File: src/rtl/core/cau_delay.sv
// enabled shift line that keeps side data aligned with the long pipelines
module cau_delay #(
  parameter int unsigned W     = 8,
  parameter int unsigned DEPTH = 2
) (
  input  logic         clk_i,
  input  logic         rst_ni,
  input  logic         en_i,
  input  logic [W-1:0] d_i,
  output logic [W-1:0] q_o
);

  logic [W-1:0] line_q [DEPTH];

  always_ff @(posedge clk_i or negedge rst_ni) begin
    if (!rst_ni) begin
      for (int k = 0; k < int'(DEPTH); k++) line_q[k] <= '0;
    end else if (en_i) begin
      line_q[0] <= d_i;
      for (int k = 1; k < int'(DEPTH); k++) line_q[k] <= line_q[k-1];
    end
  end

  assign q_o = line_q[DEPTH-1];

endmodule

File: config.mk
export PLATFORM = sky130hd
export DESIGN_NAME = cau_delay
export DESIGN_NICKNAME = d
export VERILOG_FILES = /design/src/rtl/core/cau_delay.sv
export SDC_FILE = /design/constraint.sdc
export NUM_CORES = 1
export LEC_CHECK = 0
export BUFFER_PORTS_ARGS = -buffer_cell sky130_fd_sc_hd__buf_4
export CORE_MARGIN = 5
export CORE_UTILIZATION = 44
export CTS_CLUSTER_SIZE = 14
export DETAILED_ROUTE_END_ITERATION = 10
export GPL_ROUTABILITY_DRIVEN = 0
export GPL_TIMING_DRIVEN = 0
export PLACE_DENSITY = 0.71
export SYNTH_ARGS = -nofsm -noshare
export SYNTH_HDL_FRONTEND = slang
export SYNTH_SLANG_ARGS = --single-unit
export TNS_END_PERCENT = 1
File: constraint.sdc
create_clock -name clk_i -period 0.8 [get_ports clk_i]
set_input_delay 0.16 -clock clk_i [delete_from_list [all_inputs] [get_ports clk_i]]
set_output_delay 0.16 -clock clk_i [all_outputs]
set_load 0.03 [all_outputs]
* Word-level counts from Yosys, hierarchy flattened
Index checks and enable logic that the tools add are counted.
** Storage, ports and cells
- Output and inout port bits :: 8
- Register bits after elaboration :: 16
- Word-level logic and storage cells :: 2
- Input port bits :: 11

* Longest topological paths before layout
- Word-level depth :: 0
- Mapped depth :: 3
- Depth with buffers taken out :: 1

* Worst setup path after synthesis
No wires, ideal clock.
- Path type :: in2reg
- From :: in en_i
- To :: reg line_q[11] (netlist name)
- Arrival time :: 696 ps
- Path buffers :: 2
- Setup time :: 125 ps
- Slack :: -22 ps
- Data required time :: 675 ps
- Stages :: 3
- Cell sequence :: buf_6 buf_12 mux2_4
** RTL lines
- start, declared :: RTL line 8 : input logic en_i,
- end, declared :: RTL line 13 : logic [W-1:0] line_q [DEPTH];
No word-level cell between the ends.

* Final worst setup path
- From :: reg line_q (netlist bit q_o[6])
- To :: out q_o[6]
** RTL lines
- end, declared :: RTL line 10 : output logic [W-1:0] q_o
No word-level cell between the ends.

==> impl_metrics.ini <==
[detailed_routing]
firstDrtPassIters = 1
drt-total-wl_mm = 1.05
num_vias = 368
route.detailed.drc = 0
ant_nets = 0
wl_per_cell_um = 13.4
dr.first_iter.drc_count = 0
avgViaCountPerCell = 4.72

[sta]
finClkSkew_ns = 0.00391
finalSetupTns_ns = -2.11
fin_crit_sh = 1.35
fin_crit_ns = 1.08
fmax_mhz = 926
hold_violations = 0
worst_pin_slew_ns = 0.197
final_max_slew_viol_count = 0
worst_slack_ns = -0.280
finalSetupViolations = 11
relSlewSlack = 0.868
rsz0062_at_grt = yes
fin_hold_ws_ns = 0.108

[setup_path]
worst-setup-path-type = reg -> out
crit_chain = buf_6, buf_6
critical_path_buf_inv_count = 2
ff2ff_path_depth = 2
crit_fanout = 2
path_depth = 2
startpoint_type = flop
worst_path_largest_cell_delay_ns = 0.40
crit_top_cell = buf_6
cp.arrival_ns = 0.92
cp.required_ns = 0.64
cpMaxStageDelayCell = dfrtp_1
cpLargestDelayFamily = flip-flops
endpoint_kind = output pin

[floorplan]
ioPinCount = 19
die_y_um = 50.2
start_util = 0.466
rows = 14
die_w_um = 50.2
dieArea_um2 = 2520
core_um2 = 1520

[finish]
nets = 75
diodes = 0
fin_area_um2 = 931
area_delta_synth_final_pct = 31.2
layout-drive-gt1-share = 0.726
fillers = 126

[outcome]
violations = negative setup slack
status = complete, but fails checks

[pwr]
combPwrFrac = 0.302
internal-power_mw = 1.45
powerDensity_nw_per_um2 = 2120
p_leak_nw = 0.458
switching_share = 0.265
switchingPower_mw = 0.522
total_power_mw = 1.97
peakVddDrop_mv = 1.01
p_seq_frac = 0.496
clockPowerShare = 0.202

[hold_path]
hold_class = in -> reg
min_path_cells = 2

[place]
place.port_buffers = 17
dp_slack_ns = -0.0442
placed_area_um2 = 861
hpwl_um = 763

[global_route]
gr-max-usage-layer = met2
grt_pass1_vias = 450
global_route.overflow_total = 0
grt_max_degree = 17
grt_util_met1 = 0.128
antenna_found_initial = 0
track_usage = 0.103
use_met2 = 0.151
grt_use_met3 = 0.0651
grt_pass1_wl_mm = 1.97

[clocking]
cts_max_level = 1
worstSkewPairLatency_ns = 0.28
clock-root-buffer = clkbuf_4
cts_tree = built
cts_sinks = 16
cts_buffers = 3
clk_pin_slew_ns = 0.08
cts_max_path_buffers = 2

[yosys]
syn_area_um2 = 709
ys.flop_type = dfrtp_1
ys_seq_elements = 16
synth_nets = 53
ys_async_sr_fraction = 1.00
netlist_instances = 42
synth_common_cells = dfrtp_1, mux2_4, buf_4
syn_area_per_cell_um2 = 16.9
synth_area_leaders = dfrtp_1, mux2_4, mux2_2
synth_top_area_share = 0.564
synth_edf_count = 0
synth-warning-count = 0
synth_top_cell_by_area = dfrtp_1
ys_types = 6
synth_most_common_cell = dfrtp_1
yosysSeqAreaShare = 0.564

[run]
cap_viol_max_count = 0
==> layout by cell type (no fill, tap or decap), drive strengths merged <==
master,netlist,layout
buf,10,26
clkbuf,0,3
dfrtp,16,16
dlygate4sd3,0,1
mux2,16,16
==> worst register-to-register path: stages (launching register included) <==
cell and delay (ns):
dfrtp_1 0.40, buf_4 0.14, mux2_4 0.25
==> flip-flops by register name, summed over array words and instances, names as in the netlist <==
| name | cells |
|---|---|
| line_q | 8 |
| q_o | 8 |
==> metrics by stage <==
step,utilization,instances
after global placement,0.565,75
after global routing,0.611,78
after floorplan,-,42
after detailed placement,0.565,75
after CTS,0.611,78
final,0.611,78
==> logic make-up (layout without fill, tap and decap cells) <==
kind of cell	count (synthesis)	after routing	synth area share
buffers and inverters	10	30	0.129
multiplexers	16	16	0.307
flip-flops	16	16	0.564
==> per-layer routing <==
| layer | up-vias | wire (um) |
|---|---|---|
| li1 | 173 | - |
| met1 | 182 | 453 |
| met2 | 13 | 522 |
| met3 | 0 | 73 |
| met4 | 0 | 0 |
| met5 | - | 0 |
==> power groups by stage <==
stage	combinational, mW	clock [mW]	sequential (mW)
CTS	0.605	0.432	0.976
floorplan	0.391	0	0.963
detailed placement	0.548	0	0.978
global route	0.631	0.476	0.990
finish	0.595	0.398	0.976
global placement	0.538	0	0.977
==> what timing repair did <==
item / CTS / global route
buffers inserted: 3 / 0
gates resized for setup: 12 / 0
hold buffers: 1 / 0
cloned: 0 / 0
pin swaps: 0 / 0
endpoints found under the setup margin: 8 / 13
hold endpoints to repair: 16 / 0
==> final cells by class <==
class | count | area, um^2 | area share
Sequential cell | 16 | 400 | 0.430
Clock buffer | 3 | 22.5 | 0.0242
Timing Repair Buffer | 21 | 190 | 0.204
Multi-Input combinational cell | 16 | 218 | 0.234
Buffer | 6 | 80.1 | 0.0860
Tap cell | 16 | 20.0 | 0.0215
==> worst paths after layout <==
kind | start | end | slack, ns
setup / recovery | q_o[6]$_DFFE_PN0P_ | q_o[6] | -0.28
hold / removal | d_i[3] | line_q[11]$_DFFE_PN0P_ | 0.11
setup reg to reg | q_o[4]$_DFFE_PN0P_ | q_o[4]$_DFFE_PN0P_ | -0.10
hold reg to reg | line_q[9]$_DFFE_PN0P_ | q_o[1]$_DFFE_PN0P_ | 0.51
max in group asynchronous | rst_ni | line_q[14]$_DFFE_PN0P_ | 0.36
min in group asynchronous | rst_ni | q_o[4]$_DFFE_PN0P_ | 0.27
(Power assumes the default switching activity.)
